[src/hdl/dbcs_pkg.sv]
package dbcs_pkg;

   // byte classes
   localparam logic [7:0] LEAD_MIN   = 8'h80;
   localparam logic [7:0] ASCII_LO   = 8'h20;
   localparam logic [7:0] ASCII_MID  = 8'h5F;
   localparam logic [7:0] ASCII_HI   = 8'h7F;
   localparam logic [7:0] NEWLINE    = 8'h0A;

   // full-width code mapping
   localparam logic [7:0] CODE_LOW   = 8'hA3;
   localparam logic [7:0] HIGH_LO    = 8'h20;
   localparam logic [7:0] HIGH_HI    = 8'h21;

   // advance code for a line break
   localparam logic signed [8:0] ADV_NEWLINE = -9'sd1;

   // register map
   localparam int unsigned ADDR_W = 4;
   typedef enum logic [1:0] {
      REG_FONT_LOADED = 2'd0,
      REG_FONT_WIDTH  = 2'd1,
      REG_FONT_HEIGHT = 2'd2
   } reg_index_type;

   localparam logic [7:0] FONT_WIDTH_RST  = 8'd16;
   localparam logic [7:0] FONT_HEIGHT_RST = 8'd16;

   typedef struct packed {
      logic       font_loaded;
      logic [7:0] font_width;
      logic [7:0] font_height;
   } cfg_type;

   typedef struct packed {
      logic [7:0]         text_byte;
      logic               first_of_string;
      logic               last_of_string;
      logic signed [15:0] start_x;
      logic signed [15:0] start_y;
      logic               follow_x;
      logic               follow_y;
      logic [31:0]        text_color;
      logic [14:0]        wrap_width;
   } req_item_type;

   typedef struct packed {
      logic               show;
      logic [15:0]        glyph_code;
      logic signed [15:0] glyph_x;
      logic signed [15:0] glyph_y;
      logic [31:0]        glyph_color;
   } glyph_type;

   function automatic logic signed [15:0] sat16(input logic signed [16:0] v);
      logic signed [15:0] r;
      if (v[16] != v[15]) begin
         r = v[16] ? 16'sh8000 : 16'sh7FFF;
      end else begin
         r = v[15:0];
      end
      return r;
   endfunction

endpackage

[src/hdl/dbcs_if.sv]
interface dbcs_req_if;
   logic               valid;
   logic               ready;
   logic [7:0]         text_byte;
   logic               first_of_string;
   logic               last_of_string;
   logic signed [15:0] start_x;
   logic signed [15:0] start_y;
   logic               follow_x;
   logic               follow_y;
   logic [31:0]        text_color;
   logic [14:0]        wrap_width;

   modport source (
      output valid, text_byte, first_of_string, last_of_string, start_x, start_y,
             follow_x, follow_y, text_color, wrap_width,
      input  ready
   );
   modport sink (
      input  valid, text_byte, first_of_string, last_of_string, start_x, start_y,
             follow_x, follow_y, text_color, wrap_width,
      output ready
   );
endinterface

interface dbcs_rsp_if;
   logic               valid;
   logic               ready;
   logic [15:0]        glyph_code;
   logic signed [15:0] glyph_x;
   logic signed [15:0] glyph_y;
   logic [31:0]        glyph_color;

   modport source (
      output valid, glyph_code, glyph_x, glyph_y, glyph_color,
      input  ready
   );
   modport sink (
      input  valid, glyph_code, glyph_x, glyph_y, glyph_color,
      output ready
   );
endinterface

[src/hdl/dbcs_csr.sv]
module dbcs_csr
   import dbcs_pkg::*;
(
   input  logic              clock,
   input  logic              reset,
   input  logic              psel,
   input  logic              penable,
   input  logic              pwrite,
   input  logic [ADDR_W-1:0] paddr,
   input  logic [31:0]       pwdata,
   output logic [31:0]       prdata,
   output logic              pready,
   output cfg_type           cfg
);

   logic       font_loaded_ff, font_loaded_in;
   logic [7:0] font_width_ff, font_width_in;
   logic [7:0] font_height_ff, font_height_in;
   logic       wr_en;
   reg_index_type idx;

   assign pready = 1'b1;
   assign wr_en  = psel && penable && pwrite;
   assign idx    = reg_index_type'(paddr[3:2]);

   always_comb begin
      font_loaded_in = font_loaded_ff;
      font_width_in  = font_width_ff;
      font_height_in = font_height_ff;
      prdata         = '0;
      case (idx)
         REG_FONT_LOADED: begin
            prdata = {31'd0, font_loaded_ff};
            if (wr_en) font_loaded_in = pwdata[0];
         end
         REG_FONT_WIDTH: begin
            prdata = {24'd0, font_width_ff};
            if (wr_en) font_width_in = pwdata[7:0];
         end
         REG_FONT_HEIGHT: begin
            prdata = {24'd0, font_height_ff};
            if (wr_en) font_height_in = pwdata[7:0];
         end
         default: prdata = '0;
      endcase
   end

   always_ff @(posedge clock) begin
      if (reset) begin
         font_loaded_ff <= 1'b0;
         font_width_ff  <= FONT_WIDTH_RST;
         font_height_ff <= FONT_HEIGHT_RST;
      end else begin
         font_loaded_ff <= font_loaded_in;
         font_width_ff  <= font_width_in;
         font_height_ff <= font_height_in;
      end
   end

   assign cfg = '{font_loaded: font_loaded_ff, font_width: font_width_ff,
                  font_height: font_height_ff};

endmodule

[src/hdl/dbcs_engine.sv]
module dbcs_engine
   import dbcs_pkg::*;
(
   input  logic         clock,
   input  logic         reset,
   input  cfg_type      cfg,
   input  logic         step_en,
   input  req_item_type item,
   output glyph_type    glyph
);

   logic signed [15:0] origin_x_ff, origin_x_in;
   logic signed [15:0] pen_offset_ff, pen_offset_in;
   logic signed [15:0] pen_y_ff, pen_y_in;
   logic signed [8:0]  last_adv_ff, last_adv_in;
   logic [7:0]         lead_byte_ff, lead_byte_in;
   logic               lead_pending_ff, lead_pending_in;
   logic               skip_nl_ff, skip_nl_in;
   logic [31:0]        color_ff, color_in;
   logic [14:0]        wrap_ff, wrap_in;

   // state as seen after the start-of-string update
   logic signed [15:0] cur_origin, cur_off, cur_y;
   logic signed [8:0]  cur_last;
   logic               cur_pending, cur_skip;
   logic [31:0]        cur_color;
   logic [14:0]        cur_wrap, wrap_eff;
   logic [8:0]         twice_fw;

   logic [7:0]         b;
   logic               show;
   logic [15:0]        code;
   logic signed [8:0]  adv;
   logic               brk;
   logic               wrap_hit;
   logic               update;

   assign b        = item.text_byte;
   assign twice_fw = {cfg.font_width, 1'b0};
   assign wrap_eff = (item.wrap_width < {6'd0, twice_fw}) ? '0 : item.wrap_width;
   assign update   = step_en && cfg.font_loaded;

   always_comb begin
      if (item.first_of_string) begin
         cur_origin  = item.follow_x ?
                       sat16({origin_x_ff[15], origin_x_ff} + {pen_offset_ff[15], pen_offset_ff})
                       : item.start_x;
         cur_y       = item.follow_y ? pen_y_ff : item.start_y;
         cur_off     = '0;
         cur_last    = '0;
         cur_pending = 1'b0;
         cur_skip    = 1'b0;
         cur_color   = item.text_color;
         cur_wrap    = wrap_eff;
      end else begin
         cur_origin  = origin_x_ff;
         cur_y       = pen_y_ff;
         cur_off     = pen_offset_ff;
         cur_last    = last_adv_ff;
         cur_pending = lead_pending_ff;
         cur_skip    = skip_nl_ff;
         cur_color   = color_ff;
         cur_wrap    = wrap_ff;
      end
   end

   always_comb begin
      origin_x_in     = cur_origin;
      pen_offset_in   = cur_off;
      pen_y_in        = cur_y;
      last_adv_in     = cur_last;
      lead_byte_in    = lead_byte_ff;
      lead_pending_in = cur_pending;
      skip_nl_in      = 1'b0;
      color_in        = cur_color;
      wrap_in         = cur_wrap;
      show            = 1'b0;
      code            = '0;
      adv             = cur_last;
      brk             = 1'b0;
      wrap_hit        = (cur_wrap != '0) &&
                        ($signed({cur_off[15], cur_off}) > $signed({2'b00, cur_wrap}));

      if (cur_skip && (b == NEWLINE)) begin
         // newline right after a wrap is swallowed
      end else if (!cur_pending && (b > LEAD_MIN) && !item.last_of_string) begin
         lead_byte_in    = b;
         lead_pending_in = 1'b1;
      end else begin
         if (cur_pending) begin
            lead_pending_in = 1'b0;
            code = {b, lead_byte_ff};
            show = 1'b1;
            adv  = {1'b0, cfg.font_width};
         end else if ((b > ASCII_LO) && (b < ASCII_MID)) begin
            code = {8'(HIGH_LO + b), CODE_LOW};
            show = 1'b1;
            adv  = {2'b00, cfg.font_width[7:1]};
         end else if ((b >= ASCII_MID) && (b < ASCII_HI)) begin
            code = {8'(HIGH_HI + b), CODE_LOW};
            show = 1'b1;
            adv  = {2'b00, cfg.font_width[7:1]};
         end else if (b == NEWLINE) begin
            adv = ADV_NEWLINE;
         end
         last_adv_in = adv;
         brk = (adv == ADV_NEWLINE) || wrap_hit;
         if (brk) begin
            skip_nl_in    = (adv != ADV_NEWLINE);
            pen_offset_in = '0;
            pen_y_in      = sat16({cur_y[15], cur_y} + {9'd0, cfg.font_height});
         end else begin
            pen_offset_in = sat16({cur_off[15], cur_off} + {{8{adv[8]}}, adv});
         end
      end
   end

   always_ff @(posedge clock) begin
      if (reset) begin
         origin_x_ff     <= '0;
         pen_offset_ff   <= '0;
         pen_y_ff        <= '0;
         last_adv_ff     <= '0;
         lead_byte_ff    <= '0;
         lead_pending_ff <= 1'b0;
         skip_nl_ff      <= 1'b0;
         color_ff        <= '0;
         wrap_ff         <= '0;
      end else if (update) begin
         origin_x_ff     <= origin_x_in;
         pen_offset_ff   <= pen_offset_in;
         pen_y_ff        <= pen_y_in;
         last_adv_ff     <= last_adv_in;
         lead_byte_ff    <= lead_byte_in;
         lead_pending_ff <= lead_pending_in;
         skip_nl_ff      <= skip_nl_in;
         color_ff        <= color_in;
         wrap_ff         <= wrap_in;
      end
   end

   assign glyph = '{show:        show && cfg.font_loaded,
                    glyph_code:  code,
                    glyph_x:     sat16({cur_origin[15], cur_origin} + {cur_off[15], cur_off}),
                    glyph_y:     cur_y,
                    glyph_color: cur_color};

endmodule

[src/hdl/dbcs_text_layout.sv]
// double-byte text layout: takes one string byte per transfer on req_ch and gives one glyph
// per visible character on rsp_ch (code, pen position, color); lead bytes, newlines, control
// bytes and newlines swallowed after an auto wrap give no glyph; the block takes one byte every
// clock cycle with no gaps as long as rsp_ch keeps up; a stalled glyph holds the byte behind it
// in the input register, and the input stalls once both registers are full; a closing byte goes
// through the input register, then the step logic, then the result register, from which its glyph
// is offered on rsp_ch; font registers sit on the apb port at 0x0 (loaded), 0x4 (width), 0x8
// (height) and are to be written only while the block is idle: the user is bound by this, and
// the block itself does not enforce it; with the font not loaded bytes are taken and dropped
// without touching the pen state
module dbcs_text_layout
   import dbcs_pkg::*;
(
   input  logic              clock,
   input  logic              reset,
   dbcs_req_if.sink          req_ch,
   dbcs_rsp_if.source        rsp_ch,
   input  logic              psel,
   input  logic              penable,
   input  logic              pwrite,
   input  logic [ADDR_W-1:0] paddr,
   input  logic [31:0]       pwdata,
   output logic [31:0]       prdata,
   output logic              pready
);

   cfg_type      cfg;
   glyph_type    glyph;

   // input register
   logic         in_valid_ff, in_valid_in;
   req_item_type item_ff, item_in;

   // result register
   logic               rsp_valid_ff, rsp_valid_in;
   logic [15:0]        code_ff, code_in;
   logic signed [15:0] gx_ff, gx_in;
   logic signed [15:0] gy_ff, gy_in;
   logic [31:0]        color_ff, color_in;

   logic advance;
   logic req_fire;

   dbcs_csr u_csr (
      .clock   (clock),
      .reset   (reset),
      .psel    (psel),
      .penable (penable),
      .pwrite  (pwrite),
      .paddr   (paddr),
      .pwdata  (pwdata),
      .prdata  (prdata),
      .pready  (pready),
      .cfg     (cfg)
   );

   dbcs_engine u_engine (
      .clock   (clock),
      .reset   (reset),
      .cfg     (cfg),
      .step_en (advance),
      .item    (item_ff),
      .glyph   (glyph)
   );

   // the held byte moves on once the result register is free or being emptied
   assign advance      = in_valid_ff && (!rsp_valid_ff || rsp_ch.ready);
   assign req_ch.ready = !in_valid_ff || advance;
   assign req_fire     = req_ch.valid && req_ch.ready;

   always_comb begin
      in_valid_in = in_valid_ff;
      item_in     = item_ff;
      if (req_fire) begin
         in_valid_in = 1'b1;
         item_in = '{text_byte:       req_ch.text_byte,
                     first_of_string: req_ch.first_of_string,
                     last_of_string:  req_ch.last_of_string,
                     start_x:         req_ch.start_x,
                     start_y:         req_ch.start_y,
                     follow_x:        req_ch.follow_x,
                     follow_y:        req_ch.follow_y,
                     text_color:      req_ch.text_color,
                     wrap_width:      req_ch.wrap_width};
      end else if (advance) begin
         in_valid_in = 1'b0;
      end
   end

   always_comb begin
      rsp_valid_in = rsp_valid_ff;
      code_in      = code_ff;
      gx_in        = gx_ff;
      gy_in        = gy_ff;
      color_in     = color_ff;
      if (advance) begin
         // a byte without a glyph simply leaves the result register empty
         rsp_valid_in = glyph.show;
         if (glyph.show) begin
            code_in  = glyph.glyph_code;
            gx_in    = glyph.glyph_x;
            gy_in    = glyph.glyph_y;
            color_in = glyph.glyph_color;
         end
      end else if (rsp_ch.ready) begin
         rsp_valid_in = 1'b0;
      end
   end

   always_ff @(posedge clock) begin
      if (reset) begin
         in_valid_ff  <= 1'b0;
         rsp_valid_ff <= 1'b0;
      end else begin
         in_valid_ff  <= in_valid_in;
         rsp_valid_ff <= rsp_valid_in;
      end
   end

   // payload registers, no reset needed
   always_ff @(posedge clock) begin
      item_ff  <= item_in;
      code_ff  <= code_in;
      gx_ff    <= gx_in;
      gy_ff    <= gy_in;
      color_ff <= color_in;
   end

   assign rsp_ch.valid       = rsp_valid_ff;
   assign rsp_ch.glyph_code  = code_ff;
   assign rsp_ch.glyph_x     = gx_ff;
   assign rsp_ch.glyph_y     = gy_ff;
   assign rsp_ch.glyph_color = color_ff;

endmodule
[src/flat_wrapper.sv]
// flat-port wrapper written by rule: the top's interface ports become plain ports
module dbcs_text_layout_flat import dbcs_pkg::*;
  (clock, reset, psel, penable, pwrite, paddr, pwdata, prdata, pready, req_ch_valid, req_ch_text_byte, req_ch_first_of_string, req_ch_last_of_string, req_ch_start_x, req_ch_start_y, req_ch_follow_x, req_ch_follow_y, req_ch_text_color, req_ch_wrap_width, req_ch_ready, rsp_ch_valid, rsp_ch_glyph_code, rsp_ch_glyph_x, rsp_ch_glyph_y, rsp_ch_glyph_color, rsp_ch_ready);
  dbcs_req_if req_ch_i ();
  dbcs_rsp_if rsp_ch_i ();
  input  logic clock;
  input  logic reset;
  input  logic psel;
  input  logic penable;
  input  logic pwrite;
  input  logic [ADDR_W-1:0] paddr;
  input  logic [31:0] pwdata;
  output logic [31:0] prdata;
  output logic pready;
  input wire logic [$bits(req_ch_i.valid)-1:0] req_ch_valid;
  input wire logic [$bits(req_ch_i.text_byte)-1:0] req_ch_text_byte;
  input wire logic [$bits(req_ch_i.first_of_string)-1:0] req_ch_first_of_string;
  input wire logic [$bits(req_ch_i.last_of_string)-1:0] req_ch_last_of_string;
  input wire logic [$bits(req_ch_i.start_x)-1:0] req_ch_start_x;
  input wire logic [$bits(req_ch_i.start_y)-1:0] req_ch_start_y;
  input wire logic [$bits(req_ch_i.follow_x)-1:0] req_ch_follow_x;
  input wire logic [$bits(req_ch_i.follow_y)-1:0] req_ch_follow_y;
  input wire logic [$bits(req_ch_i.text_color)-1:0] req_ch_text_color;
  input wire logic [$bits(req_ch_i.wrap_width)-1:0] req_ch_wrap_width;
  output wire logic [$bits(req_ch_i.ready)-1:0] req_ch_ready;
  output wire logic [$bits(rsp_ch_i.valid)-1:0] rsp_ch_valid;
  output wire logic [$bits(rsp_ch_i.glyph_code)-1:0] rsp_ch_glyph_code;
  output wire logic [$bits(rsp_ch_i.glyph_x)-1:0] rsp_ch_glyph_x;
  output wire logic [$bits(rsp_ch_i.glyph_y)-1:0] rsp_ch_glyph_y;
  output wire logic [$bits(rsp_ch_i.glyph_color)-1:0] rsp_ch_glyph_color;
  input wire logic [$bits(rsp_ch_i.ready)-1:0] rsp_ch_ready;
  assign req_ch_i.valid = req_ch_valid;
  assign req_ch_i.text_byte = req_ch_text_byte;
  assign req_ch_i.first_of_string = req_ch_first_of_string;
  assign req_ch_i.last_of_string = req_ch_last_of_string;
  assign req_ch_i.start_x = req_ch_start_x;
  assign req_ch_i.start_y = req_ch_start_y;
  assign req_ch_i.follow_x = req_ch_follow_x;
  assign req_ch_i.follow_y = req_ch_follow_y;
  assign req_ch_i.text_color = req_ch_text_color;
  assign req_ch_i.wrap_width = req_ch_wrap_width;
  assign req_ch_ready = req_ch_i.ready;
  assign rsp_ch_valid = rsp_ch_i.valid;
  assign rsp_ch_glyph_code = rsp_ch_i.glyph_code;
  assign rsp_ch_glyph_x = rsp_ch_i.glyph_x;
  assign rsp_ch_glyph_y = rsp_ch_i.glyph_y;
  assign rsp_ch_glyph_color = rsp_ch_i.glyph_color;
  assign rsp_ch_i.ready = rsp_ch_ready;
  dbcs_text_layout u_core (.clock(clock), .reset(reset), .req_ch(req_ch_i), .rsp_ch(rsp_ch_i), .psel(psel), .penable(penable), .pwrite(pwrite), .paddr(paddr), .pwdata(pwdata), .prdata(prdata), .pready(pready));
endmodule
[config.mk]
export PLATFORM = sky130hd
export DESIGN_NAME = dbcs_text_layout_flat
export DESIGN_NICKNAME = d
export VERILOG_FILES = /design/src/hdl/dbcs_pkg.sv /design/src/hdl/dbcs_if.sv /design/src/hdl/dbcs_csr.sv /design/src/hdl/dbcs_engine.sv /design/src/hdl/dbcs_text_layout.sv /design/src/flat_wrapper.sv
export SDC_FILE = /design/constraint.sdc
export NUM_CORES = 1
export LEC_CHECK = 0
export BUFFER_PORTS_ARGS = -buffer_cell sky130_fd_sc_hd__buf_2
export CORE_AREA = 5 5 167 169
export CTS_CLUSTER_SIZE = 10
export DETAILED_ROUTE_END_ITERATION = 6
export DIE_AREA = 0 0 172 174
export GPL_ROUTABILITY_DRIVEN = 0
export PLACE_DENSITY = 0.93
export SLEW_MARGIN = 20
export SYNTH_ARGS = -nofsm -noshare
export SYNTH_HDL_FRONTEND = slang
export SYNTH_SLANG_ARGS = --single-unit
[constraint.sdc]
create_clock -name clock -period 12.02 [get_ports clock]
set_input_delay 1.803 -clock clock [delete_from_list [all_inputs] [get_ports clock]]
set_output_delay 1.803 -clock clock [all_outputs]
set_load 0.005 [all_outputs]
==> results by group <==
Place
  • Dpl hpwl: 30.2 mm
  • Number of buffers added on ports: 197
  • Placement-stage worst setup slack: 5460 ps

Critical path
  • Slowest library cell on the worst path: sky130_fd_sc_hd__o21bai_1
  • Reg-to-reg endpoint: u_core.rsp_ch.glyph_x[3]
  • Worst stage delay on the critical path: 880 ps
  • Worst r2r src: u_core.u_engine.origin_x_ff[0]
  • Largest fanout on the critical path: 15
  • Critical Path End Type: register
  • Minimum setup slack among reg-to-reg paths: 5190 ps
  • Worst Path Required: 12210 ps
  • Combined buffer and inverter count along the critical path: 0
  • Length in cells of the worst reg-to-reg path: 19
  • Cells traversed along the worst timing path: ha_1 -> fa_1 -> a21oi_1 -> o221ai_1 -> a31o_1 -> a2111o_1 -> a31oi_1 -> nand2_1 -> a31oi_1 -> a21oi_1 -> ha_1 -> a211oi_1 -> nor2_1 -> o31a_1 -> a2111oi_0 -> or2_1 -> mux2_2 -> o21bai_1 -> o31ai_1
  • Worst path arrival time: 7020 ps
  • Startpoint type of the worst setup path: register
  • Critical path start-end classification: register to register
  • Crit-path leading delay family: compound AO/OA/AOI/OAI gates

Routing
  • DR vias/cell: 6.47
  • TritonRoute pass-1 iters: 6
  • Via count: 13600
  • Overall routed net length: 44.2 mm
  • Antenna viol nets, final: 0
  • Routed wire length per instance: 21.0 um
  • Detailed router's first-iteration violation count: 1663
  • Detailed-route DRC error count: 0

Outcome
  • Result of the run: completed

Pwr
  • Switching power summed over all nets: 562 uW
  • P_leak: 0.00723 uW
  • Power Internal: 1780 uW
  • Switching share of total power: 0.240
  • Power per cell area: 129 mW/mm2
  • Share of total power in combinational logic: 0.084
  • Worst IR Drop VDD: 142 uV
  • Share of total power in sequential cells: 0.492
  • Power share of the clock group: 0.424

Synthesis
  • Adder-Cell Fraction of Synth Area: 0.0711
  • Share of the synthesized area in compound gates (AO/OA/AOI/OAI): 0.175
  • Main flop type after synthesis: sky130_fd_sc_hd__edfxtp_1
  • Flop and latch count out of synthesis: 304
  • Number of warnings issued by yosys: 0
  • Cell variety after synth: 90
  • Simple-gate share of the synthesized area: 0.140
  • Post-synthesis sequential area ratio: 0.490
  • Xor/xnor cell area share of the yosys netlist: 0.0220
  • Multiplexer fraction of the synthesized cell area: 0.0560
  • Post-synthesis cell count: 1560
  • Number of synthesized flops with an enable pin: 171
  • Combinational family with the most area after synthesis: compound AO/OA/AOI/OAI gates
  • Async set-or-reset flop fraction in the synthesized netlist: 0
  • Synthesized area: 0.0159 mm2
  • Average footprint of a synthesized cell: 10.2 um2

Timing
  • Rel. slew slack: 0.255
  • Maximum frequency from static timing analysis: 147 MHz
  • Worst hold slack: 460 ps
  • Slew Limit Fails: 0
  • Final critical-path setup slack: 5190 ps
  • Final worst path period need: 6830 ps
  • Final setup vio count: 0
  • TNS Setup: 0 ps
  • Clock Skew: 15.0 ps
  • Least-Margin Pin Slew: 1110 ps
  • Part of the cycle the worst path needs: 0.568
  • Setup repair after global routing missed its margin: no
  • Final hold violations: 0

Worst hold path
  • Start point of the worst min-delay path: u_core.u_engine.color_ff[22]
  • Min-delay worst type: register to register
  • Worst Hold Depth: 2
  • Terminating pin of the worst hold path: u_core.u_engine.color_ff[22]

Final layout
  • Final net count: 1954
  • Area grow syn2layout: 13.7%
  • Most common cell after layout, fill and taps aside: sky130_fd_sc_hd__buf_2
  • Fraction of layout cells with a size suffix above 1: 0.186
  • Top library cells by usage in the layout, fill and taps aside: sky130_fd_sc_hd__buf_2 (197), sky130_fd_sc_hd__edfxtp_1 (171), sky130_fd_sc_hd__nand2_1 (154)

Global routing
  • Vias in the first global route: 13200
  • Pin count of the biggest net entering global routing: 67
  • Global-route wire length before repair: 68.6 mm
  • Initial antenna violation count: 7
  • Total congestion overflow: 0
  • GR Util All Layers: 0.281

Flow run
  • Number of max-capacitance violations reported: 0

CTS
  • Clock tree root buffer cell: sky130_fd_sc_hd__clkbuf_16
  • CTS Hold Buffers Added: 0
  • Clock tree sinks: 304
  • TritonCTS clock tree: done
  • Clock Latency Late Sink: 530 ps
  • Buffer levels on the longest clock path: 3
  • Post-CTS setup buffers: 0
  • Reg clk slew, reported paths: 60 ps
  • Count of instances resized after the clock tree is built: 0
  • H-tree Lvls: 2
  • Total CTS buffers: 36

Floorplan
  • Number of core rows: 60
  • Overall die height: 174 um
  • Number of top-level pins: 249
  • Area of the core region: 0.0264 mm2
  • Floorplan die area: 0.0299 mm2
  • Starting density of the core: 0.602
  • Width of the die: 172 um
==> logic make-up (layout without fill, tap and decap cells) <==
kind of cell | Yosys count | after routing
compound gates | 421 | 421
xor+xnor | 40 | 40
fa+ha+maj | 88 | 88
mux | 84 | 84
simple gates | 468 | 468
buf+inv | 153 | 327
flops | 304 | 304
other cells | 2 | 29
==> worst max-delay path by stage <==
stage	from	endpoint	slack, ps	cells past startpoint
2_1_floorplan	u_core.u_engine.origin_x_ff[0]	u_core.rsp_ch.glyph_x[12]	6590	20
3_3_place_gp	u_core.u_engine.origin_x_ff[0]	u_core.rsp_ch.glyph_x[3]	5590	19
3_5_place_dp	u_core.u_engine.origin_x_ff[0]	u_core.rsp_ch.glyph_x[3]	5460	19
4_1_cts	u_core.u_engine.pen_offset_ff[0]	u_core.rsp_ch.glyph_x[3]	5400	19
5_1_grt	u_core.u_engine.origin_x_ff[8]	u_core.rsp_ch.glyph_x[3]	4670	18
6_report	u_core.u_engine.origin_x_ff[0]	u_core.rsp_ch.glyph_x[3]	5190	19
==> flip-flops by register name (all words and copies together) (netlist names), 9 cells and up <==
register                       cells
u_core.item_ff                    91
u_core.rsp_ch.glyph_code          16
u_core.rsp_ch.glyph_color         32
u_core.rsp_ch.glyph_x             16
u_core.rsp_ch.glyph_y             16
u_core.u_engine.color_ff          32
u_core.u_engine.last_adv_ff        9
u_core.u_engine.origin_x_ff       16
u_core.u_engine.pen_offset_ff     16
u_core.u_engine.pen_y_ff          16
u_core.u_engine.wrap_ff           15
==> synth_stat cells, types with 7 or more instances <==
library cell | number | area (um2)
sky130_fd_sc_hd__a2111oi_0 | 10 | 87.6
sky130_fd_sc_hd__a211oi_1 | 22 | 165
sky130_fd_sc_hd__a21o_1 | 14 | 105
sky130_fd_sc_hd__a21oi_1 | 126 | 631
sky130_fd_sc_hd__a22o_1 | 8 | 70.1
sky130_fd_sc_hd__a22oi_1 | 28 | 210
sky130_fd_sc_hd__a31oi_1 | 20 | 125
sky130_fd_sc_hd__and2_1 | 8 | 50.1
sky130_fd_sc_hd__and3_1 | 10 | 62.6
sky130_fd_sc_hd__buf_1 | 12 | 45.0
sky130_fd_sc_hd__buf_2 | 11 | 55.1
sky130_fd_sc_hd__buf_4 | 27 | 203
sky130_fd_sc_hd__clkbuf_1 | 46 | 173
sky130_fd_sc_hd__dfxtp_1 | 133 | 2660
sky130_fd_sc_hd__edfxtp_1 | 171 | 5130
sky130_fd_sc_hd__ha_1 | 84 | 1050
sky130_fd_sc_hd__inv_1 | 50 | 188
sky130_fd_sc_hd__mux2_2 | 41 | 462
sky130_fd_sc_hd__mux2i_1 | 43 | 430
sky130_fd_sc_hd__nand2_1 | 154 | 578
sky130_fd_sc_hd__nand2b_1 | 20 | 125
sky130_fd_sc_hd__nand3_1 | 23 | 115
sky130_fd_sc_hd__nand4_1 | 12 | 75.1
sky130_fd_sc_hd__nor2_1 | 137 | 514
sky130_fd_sc_hd__nor2b_1 | 39 | 244
sky130_fd_sc_hd__nor3_1 | 17 | 85.1
sky130_fd_sc_hd__nor4_1 | 11 | 68.8
sky130_fd_sc_hd__o211ai_1 | 8 | 60.1
sky130_fd_sc_hd__o21a_1 | 16 | 120
sky130_fd_sc_hd__o21ai_0 | 56 | 280
sky130_fd_sc_hd__o21ai_1 | 27 | 135
sky130_fd_sc_hd__o22ai_1 | 8 | 50.1
sky130_fd_sc_hd__o31ai_1 | 7 | 52.6
sky130_fd_sc_hd__or2_2 | 7 | 43.8
sky130_fd_sc_hd__xnor2_1 | 25 | 219
sky130_fd_sc_hd__xor2_1 | 15 | 131
==> layout make-up <==
class                      count  area, um2
clock buffer                  60       1010
tap                          341        427
clock inverter                 3       50.0
inverter                      52        196
timing repair buffer         212       1100
multi-input combinational   1126       7510
sequential                   304       7800
antenna                        4       10.0
fill                        1775       8330
==> layer usage <==
layer | wire, um | GRT usage | vias up
met3 | 4700 | 0.0598 | 200
met2 | 20700 | 0.451 | 959
li1 | - | - | 6056
met5 | 46 | 0 | -
met1 | 16500 | 0.363 | 6380
met4 | 2200 | 0.132 | 6
==> worst min-delay path, delay by kind of cell, from the launching register on <==
| family | cells | cell delay, ps |
|---|---|---|
| DFF | 1 | 310 |
| AOI/OAI and AO/OA | 1 | 50 |
| and+or+nand+nor | 1 | 50 |
==> power groups by stage <==
stage               clock, uW  sequential (uW)  combinational (uW)
global placement            0             1170                 178
finish                    994             1150                 196
floorplan                   0             1160                 138
detailed placement          0             1170                 187
global route             1050             1150                 211
CTS                      1000             1150                 191
==> per-stage QoR <==
| step | area [um2] | cells | total power [uW] | util |
|---|---|---|---|---|
| final | 18100 | 2102 | 2340 | 0.685 |
| after floorplan | 16000 | 1583 | 1300 | - |
| after detailed placement | 17000 | 2035 | 1360 | 0.644 |
| after CTS | 18100 | 2098 | 2350 | 0.684 |
| after global placement | 17000 | 2035 | 1350 | 0.644 |
| after global routing | 18100 | 2102 | 2410 | 0.685 |
No activity file was read; power rests on OpenSTA's default activity.
